<file path="config.mk">
export PLATFORM = sky130hd
export DESIGN_NAME = skyline_outline_sweep
export DESIGN_NICKNAME = d
export VERILOG_FILES = /design/src/rtl/core/skos_pkg.sv /design/src/rtl/core/skos_cell.sv /design/src/rtl/core/skyline_outline_sweep.sv
export SDC_FILE = /design/constraint.sdc
export NUM_CORES = 2
export LEC_CHECK = 0
export BUFFER_PORTS_ARGS = -buffer_cell sky130_fd_sc_hd__buf_2
export CORE_MARGIN = 5
export CORE_UTILIZATION = 44
export DETAILED_ROUTE_END_ITERATION = 16
export GPL_ROUTABILITY_DRIVEN = 1
export SYNTH_ARGS = -nofsm -noshare
export SYNTH_HDL_FRONTEND = slang
export SYNTH_HIERARCHICAL = 1
export SYNTH_SLANG_ARGS = --single-unit
</file>
<file path="constraint.sdc">
create_clock -name clk -period 10.7 [get_ports clk]
set_input_delay 2.14 -clock clk [delete_from_list [all_inputs] [get_ports clk]]
set_output_delay 2.14 -clock clk [all_outputs]
set_load 0.05 [all_outputs]
</file>
<file path="src/rtl/core/skos_pkg.sv">
`timescale 1ns / 1ps
// ----------------------------------------------------------------------------
// skos_pkg: shared types and defaults for the skyline outline sweep
// Event kind codes, cell control structs and default sizes.
// ----------------------------------------------------------------------------
package skos_pkg;

  localparam int DEF_MAX_ACTIVE  = 64;
  localparam int DEF_HEIGHT_BITS = 16;
  localparam int DEF_POS_BITS    = 16;

  typedef enum logic {
    KIND_START = 1'b0,
    KIND_END   = 1'b1
  } kind_t;

  // Operation broadcast to every cell of the chain at once.
  typedef struct packed {
    logic ins;
    logic rem;
  } skos_op_t;

  // Status that a cell hands to its neighbors and to the top level.
  typedef struct packed {
    logic valid;
    logic keep;   // holds a value at or above the broadcast height
    logic match;  // holds exactly the broadcast height
  } skos_flags_t;

endpackage

</file>
<file path="src/rtl/core/skos_cell.sv">
`timescale 1ns / 1ps
// ----------------------------------------------------------------------------
// skos_cell: one slot of the sorted height chain
// Holds one active height; the chain is kept in descending order, so an
// insert shifts smaller entries down and a removal pulls entries up.
// ----------------------------------------------------------------------------
module skos_cell
  import skos_pkg::*;
#(
  parameter int HEIGHT_BITS = DEF_HEIGHT_BITS
) (
  input  logic                   clk,
  input  logic                   rst,
  input  skos_op_t               op,
  input  logic [HEIGHT_BITS-1:0] h,
  input  skos_flags_t            left_flags,
  input  logic [HEIGHT_BITS-1:0] left_value,
  input  logic                   right_valid,
  input  logic [HEIGHT_BITS-1:0] right_value,
  output skos_flags_t            flags,
  output logic [HEIGHT_BITS-1:0] value
);

  logic                   valid;
  logic                   valid_next;
  logic [HEIGHT_BITS-1:0] value_next;
  logic                   shift;

  assign flags.valid = valid;
  assign flags.keep  = valid && (value >= h);
  assign flags.match = valid && (value == h);
  assign shift       = valid && (value <= h);

  always_comb begin
    valid_next = valid;
    value_next = value;
    if (op.ins) begin
      if (!flags.keep) begin
        if (left_flags.keep) begin
          valid_next = 1'b1;
          value_next = h;
        end else begin
          valid_next = left_flags.valid;
          value_next = left_value;
        end
      end
    end else if (op.rem && shift) begin
      valid_next = right_valid;
      value_next = right_value;
    end
  end

  always_ff @(posedge clk) begin
    if (rst) begin
      valid <= 1'b0;
    end else begin
      valid <= valid_next;
    end
  end

  always_ff @(posedge clk) begin
    value <= value_next;
  end

endmodule

</file>
<file path="src/rtl/core/skyline_outline_sweep.sv">
`timescale 1ns / 1ps
// ----------------------------------------------------------------------------
// skyline_outline_sweep: skyline outline from sorted building edge events
// Active heights live in a descending chain of cells; the head is the
// current maximum. On a position's last event, emits a change if it moved.
//
//   channel  handshake            payload
//   in       in_valid / in_stall  kind, position, height, last_at_position
//   out      out_valid/ out_stall out_position, out_height, overflow
//
// One item per cycle: the whole chain inserts or deletes against the
// broadcast height at once, and the result register loads in the same
// edge. Reset clears all cell valid bits at once, so no clearing pass is
// needed. Input stalls only while a result is held and the output is stalled.
// ----------------------------------------------------------------------------
module skyline_outline_sweep
  import skos_pkg::*;
#(
  parameter int MAX_ACTIVE  = DEF_MAX_ACTIVE,
  parameter int HEIGHT_BITS = DEF_HEIGHT_BITS,
  parameter int POS_BITS    = DEF_POS_BITS
) (
  input  logic                   clk,
  input  logic                   rst,
  input  logic                   in_valid,
  output logic                   in_stall,
  input  logic                   kind,
  input  logic [POS_BITS-1:0]    position,
  input  logic [HEIGHT_BITS-1:0] height,
  input  logic                   last_at_position,
  output logic                   out_valid,
  input  logic                   out_stall,
  output logic [POS_BITS-1:0]    out_position,
  output logic [HEIGHT_BITS-1:0] out_height,
  output logic                   overflow
);

  skos_flags_t            flags [MAX_ACTIVE];
  logic [HEIGHT_BITS-1:0] values[MAX_ACTIVE];
  logic [MAX_ACTIVE-1:0]  match_vec;

  skos_op_t               op;
  logic                   accept;
  logic                   hit;
  logic                   full;
  logic                   overflow_seen;
  logic                   overflow_seen_next;
  logic [HEIGHT_BITS-1:0] last_emitted;
  logic [HEIGHT_BITS-1:0] top_next;
  logic                   emit;

  assign in_stall = out_valid && out_stall;
  assign accept   = in_valid && !in_stall;
  assign full     = flags[MAX_ACTIVE-1].valid;
  assign hit      = |match_vec;

  assign op.ins = accept && (kind == KIND_START) && !full;
  assign op.rem = accept && (kind == KIND_END) && hit;

  assign overflow_seen_next = overflow_seen || (accept && (kind == KIND_START) && full);

  genvar i;
  generate
    for (i = 0; i < MAX_ACTIVE; i++) begin : g_cell
      skos_flags_t            lf;
      logic [HEIGHT_BITS-1:0] lv;
      logic                   rv;
      logic [HEIGHT_BITS-1:0] rval;

      if (i == 0) begin : g_head
        assign lf = '{valid: 1'b1, keep: 1'b1, match: 1'b0};
        assign lv = '0;
      end else begin : g_body
        assign lf = flags[i-1];
        assign lv = values[i-1];
      end

      if (i == MAX_ACTIVE - 1) begin : g_tail
        assign rv   = 1'b0;
        assign rval = '0;
      end else begin : g_inner
        assign rv   = flags[i+1].valid;
        assign rval = values[i+1];
      end

      skos_cell #(
        .HEIGHT_BITS(HEIGHT_BITS)
      ) u_cell (
        .clk        (clk),
        .rst        (rst),
        .op         (op),
        .h          (height),
        .left_flags (lf),
        .left_value (lv),
        .right_valid(rv),
        .right_value(rval),
        .flags      (flags[i]),
        .value      (values[i])
      );

      assign match_vec[i] = flags[i].match;
    end
  endgenerate

  // Head of the chain after this item's update; ground when the chain is empty.
  always_comb begin
    top_next = flags[0].valid ? values[0] : '0;
    if (op.ins) begin
      if (!flags[0].keep) begin
        top_next = height;
      end
    end else if (op.rem && flags[0].match) begin
      top_next = (MAX_ACTIVE > 1 && flags[1].valid) ? values[1] : '0;
    end
  end

  assign emit = accept && last_at_position && (top_next != last_emitted);

  always_ff @(posedge clk) begin
    if (rst) begin
      out_valid     <= 1'b0;
      last_emitted  <= '0;
      overflow_seen <= 1'b0;
    end else begin
      if (out_valid && !out_stall) begin
        out_valid <= 1'b0;
      end
      if (accept) begin
        overflow_seen <= overflow_seen_next;
      end
      if (emit) begin
        out_valid    <= 1'b1;
        last_emitted <= top_next;
      end
    end
  end

  always_ff @(posedge clk) begin
    if (emit) begin
      out_position <= position;
      out_height   <= top_next;
      overflow     <= overflow_seen_next;
    end
  end

`ifndef SYNTHESIS
  generate
    for (i = 0; i < MAX_ACTIVE - 1; i++) begin : g_chk
      a_sorted: assert property (@(posedge clk) disable iff (rst)
        flags[i+1].valid |-> (flags[i].valid && values[i] >= values[i+1]))
        else $error("height chain lost its descending order");
    end
  endgenerate

  a_out_matches_last: assert property (@(posedge clk) disable iff (rst)
    out_valid |-> (out_height == last_emitted))
    else $error("held result differs from last emitted height");

  a_overflow_sticky: assert property (@(posedge clk) disable iff (rst)
    overflow_seen |=> overflow_seen)
    else $error("overflow flag cleared without reset");

  a_full_start_flags: assert property (@(posedge clk) disable iff (rst)
    (accept && kind == KIND_START && full) |=> overflow_seen)
    else $error("dropped start did not raise overflow");

  a_full_holds: assert property (@(posedge clk) disable iff (rst)
    (full && !op.rem) |=> full)
    else $error("full chain lost an entry without a removal");
`endif

endmodule

</file>
# ---- After elaboration in Yosys (flattened, before gate mapping)
# Index checks and enable logic that the tools add are counted.
dict set report totals {
  out_inout_bits 35
  elab_cells 1310
  ff_bits 1139
}
dict set report classes {
  magnitude_cmp 128
  bitwise 1
  n_reduce_logical 401
  n_mux 517
  eq_ne 129
}
# cell count
set ops {}
lappend ops {{$mux W16} 260}
lappend ops {{$eq A16 B16 Y1} 64}
lappend ops {{$ge A16 B16 Y1} 64}
lappend ops {{$le A16 B16 Y1} 64}
lappend ops {{$logic_and A1 B1 Y1} 267}
lappend ops {{$mux W1} 257}
lappend ops {{$reduce_bool A2 Y1} 65}
lappend ops {{$ne A2 B2 Y1 const B} 64}
lappend ops {{$reduce_and A2 Y1} 64}
lappend ops {{$reduce_or A64 Y1} 1}
lappend ops {{$ne A16 B16 Y1} 1}
lappend ops {{$logic_not A1 Y1} 3}
lappend ops {{$logic_or A1 B1 Y1} 1}
lappend ops {{$not A1 Y1} 1}

# ---- Logic depth before layout (Yosys ltp)
dict set report logic_depth {
  depth_word 11
  mapped_depth 18
  depth_no_buf 14
}

# ---- By module
# Netlist, hierarchy kept.
# module area_per_inst_um2 cells_per_inst seq_area_each_um2 n_inst
set modules_own_cells {}
lappend modules_own_cells {{skos_cell at g_cell[0].u_cell ...} 1308.8 138 500.5 58}
lappend modules_own_cells {{skos_cell at g_cell[62].u_cell ...} 1313.8 140 500.5 6}
lappend modules_own_cells {skyline_outline_sweep 3030.4 303 1351.3 1}

# ---- Least setup slack after synthesis
# No wires, ideal clock.
dict set report synth_path {
  kind {input -> register}
  startpoint {input height[13]}
  endpoint {register g_cell[0].u_cell.value[0], enable pin}
  path_stages 11
  required_time_ns 10.301
  path_slack_ns 1.843
  arrival_ns 8.458
  path_cell_list {inv_1 ha_1 nand4_1 nor4_1 and2_1 nor4_1 nand4_1 nor4_1 nor2_1 a21oi_1 a31oi_1}
}
# element line_no
set synth_lines {}
lappend synth_lines {{start, declared} skyline_outline_sweep.sv:29} ;# input logic [HEIGHT_BITS-1:0] height,
lappend synth_lines {{end signal, assigned} skos_cell.sv:62} ;# value <= value_next;
lappend synth_lines {{end, declared} skos_cell.sv:21} ;# output logic [HEIGHT_BITS-1:0] value

==> results.ini <==
[run_status]
outcome = completed

[global_routing]
grt_max_degree = 213
grt_pass1_wl_um = 412000
grt-ovfl-total = 0
grt.total_usage_pct = 25.2
antenna_found_initial = 4
grt_pass1_vias = 70000

[sta]
fin_crit_sh_pct = 66.6
relSlewSlack_pct = 9.59
period_needed_ns = 7.12
finalClockSkew_ns = 0.0367
worst_pin_slew_ns = 1.34
maxSlewViolCount = 0
max_freq_ghz = 0.140
fin_setup_tns_ns = 0
hold_ws_ns = 0.476
rsz0062_at_grt = false
timing_hold_violations_final = 0
setup_viol = 0

[finish]
drive_above_1_share_pct = 5.83
syn2layout_area_growth_pct = 8.77
final_nets = 10100

[drt]
final_antenna_net_count = 0
drtPass1Iterations = 6
drc = 0
initialDrtViolationCount = 6916
viasPerCell = 6.01
wire_per_inst_um = 22.8
wirelength_um = 270000
vias = 71000

[setup_path]
r2r_cells = 14
r2r-start = g_cell[0].u_cell/value[13]
endpoint_kind = register
required_ns = 11.12
cp-startpoint = height[13]
rr_endpoint = last_emitted[6]
arrival_ns = 7.54
reg2reg_slack_ns = 5.29
critPathLaunchType = input port
worst-setup-path-type = input port to register
crit_end = g_cell[34].u_cell/value[9]
cp_max_fo = 51

[floorplan]
die_h_um = 454
initial_core_util_pct = 44.1
coreArea_um2 = 197000
num_rows = 163
die-width_um = 454
num_io_pins = 73
die_area_um2 = 206000

[placement]
dp_hpwl_um = 192000
gp_congestion = 0.904
io_buffers = 72

[clock_tree]
cts-buffers-inserted = 144
post_cts_buffers = 0
clk_pin_slew_ns = 0.06
hold_buffers = 0
post_cts_resized = 0
cts.htree.levels = 4
cts_buffer_depth = 3
cts.root.buffer_cell = clkbuf_16
cts_sinks = 1139
clock_latency_ns = 0.82
cts_tree = done

[power]
vdd_drop_max_mv = 0.181
cellPowerDensity_nw_per_um2 = 143
p_leak_nw = 38.8

[min_path]
hold_path_class = register to register

[logic_synthesis]
netlist_area_um2 = 86800
ys_warn_count = 6
avgSynthCellArea_um2 = 9.49
netlist_instances = 9146

[flow_run]
drv_cap = 0

[layer usage]
layer / up-vias / wire length, um / track usage, %
met4: 2 / 8220 / 8.04
li1: 33100 / - / -
met2: 2499 / 122000 / 40.2
met3: 496 / 18600 / 3.56
met1: 34800 / 122000 / 35.4
met5: - / 13 / 0
[power by group]
group	internal, mW	switching [mW]	total (mW)	leakage (nW)
clock network	2.86	2.04	4.91	2.27
registers	5.36	0.413	5.77	10.4
logic	1.07	1.79	2.86	26.1
total	9.29	4.24	13.5	38.8
[layout make-up]
class                   count  area [um2]
diodes                      2        5.00
clock buffers             184        3890
clock inverters            80         766
fillers                 18500      102000
inverters                1102        4140
multi-input cells        6469       47300
flip-flops and latches   1139       33400
well taps                2640        3300
repair buffers            202        1630
[registers in the layout, summed over array words and instances (netlist names)]
name,flops
g_cell.u_cell/valid,64
overflow_seen,1
last_emitted,16
out_position,16
out_valid,1
g_cell.u_cell/value,1024
overflow,1
out_height,16
[worst min path at each step]
stage	from	to	slack (ns)	cells past startpoint
after global routing	last_emitted[10]	last_emitted[10]	0.51	2
after detailed placement	last_emitted[10]	last_emitted[10]	0.47	2
after floorplan	last_emitted[10]	last_emitted[10]	0.45	2
final	last_emitted[10]	last_emitted[10]	0.48	2
after CTS	last_emitted[10]	last_emitted[10]	0.48	2
after global placement	last_emitted[10]	last_emitted[10]	0.46	2
[cell usage in the layout, fill, tap and decap left out, drive strengths merged, types with 4 or more instances in the layout]
cell      instances
a211oi          139
or3              61
a32o              4
clkbuf          184
a221o             8
a21o            117
o21ai            77
ha             1024
xor2              8
nor2           1116
nand3           139
a21oi          1402
o21a             12
nor2b            69
clkinv           56
edfxtp         1057
mux2i          1040
and3             11
o311ai           10
o211ai           70
buf             202
dfxtp            82
nor3             64
a2111oi          58
and4              7
a41o             64
a31oi            77
nand2b          160
clkinvlp          4
conb             35
or4bb             6
nand4           254
or4              61
nor3b            64
inv            1110
bufinv           12
and2            125
nor4            136
nand2            32
[through the flow]
stage	worst slack [ns]	instances	util, %	power (mW)	area (um2)
after floorplan	1.84	9179	-	7.72	86900
after global placement	2.96	11600	45.6	8.55	89800
after detailed placement	2.80	11600	45.6	8.66	89800
after CTS	3.67	11800	48.0	13.6	94400
after global routing	3.42	11800	48.0	14.1	94400
final	3.58	11800	48.0	13.5	94400
[worst max-delay path, stage by stage]
cell	delay [ns]
buf_6	0.34
buf_4	0.65
inv_1	0.10
ha_1	0.34
nand4_1	0.24
nor4_1	0.63
and2_1	0.43
nor4_1	0.10
nand4_1	0.18
nor4_1	0.12
nor2_4	0.10
buf_4	0.45
buf_4	0.56
a21oi_1	0.16
a31oi_2	0.82
No activity file was read; power rests on OpenSTA's default activity.
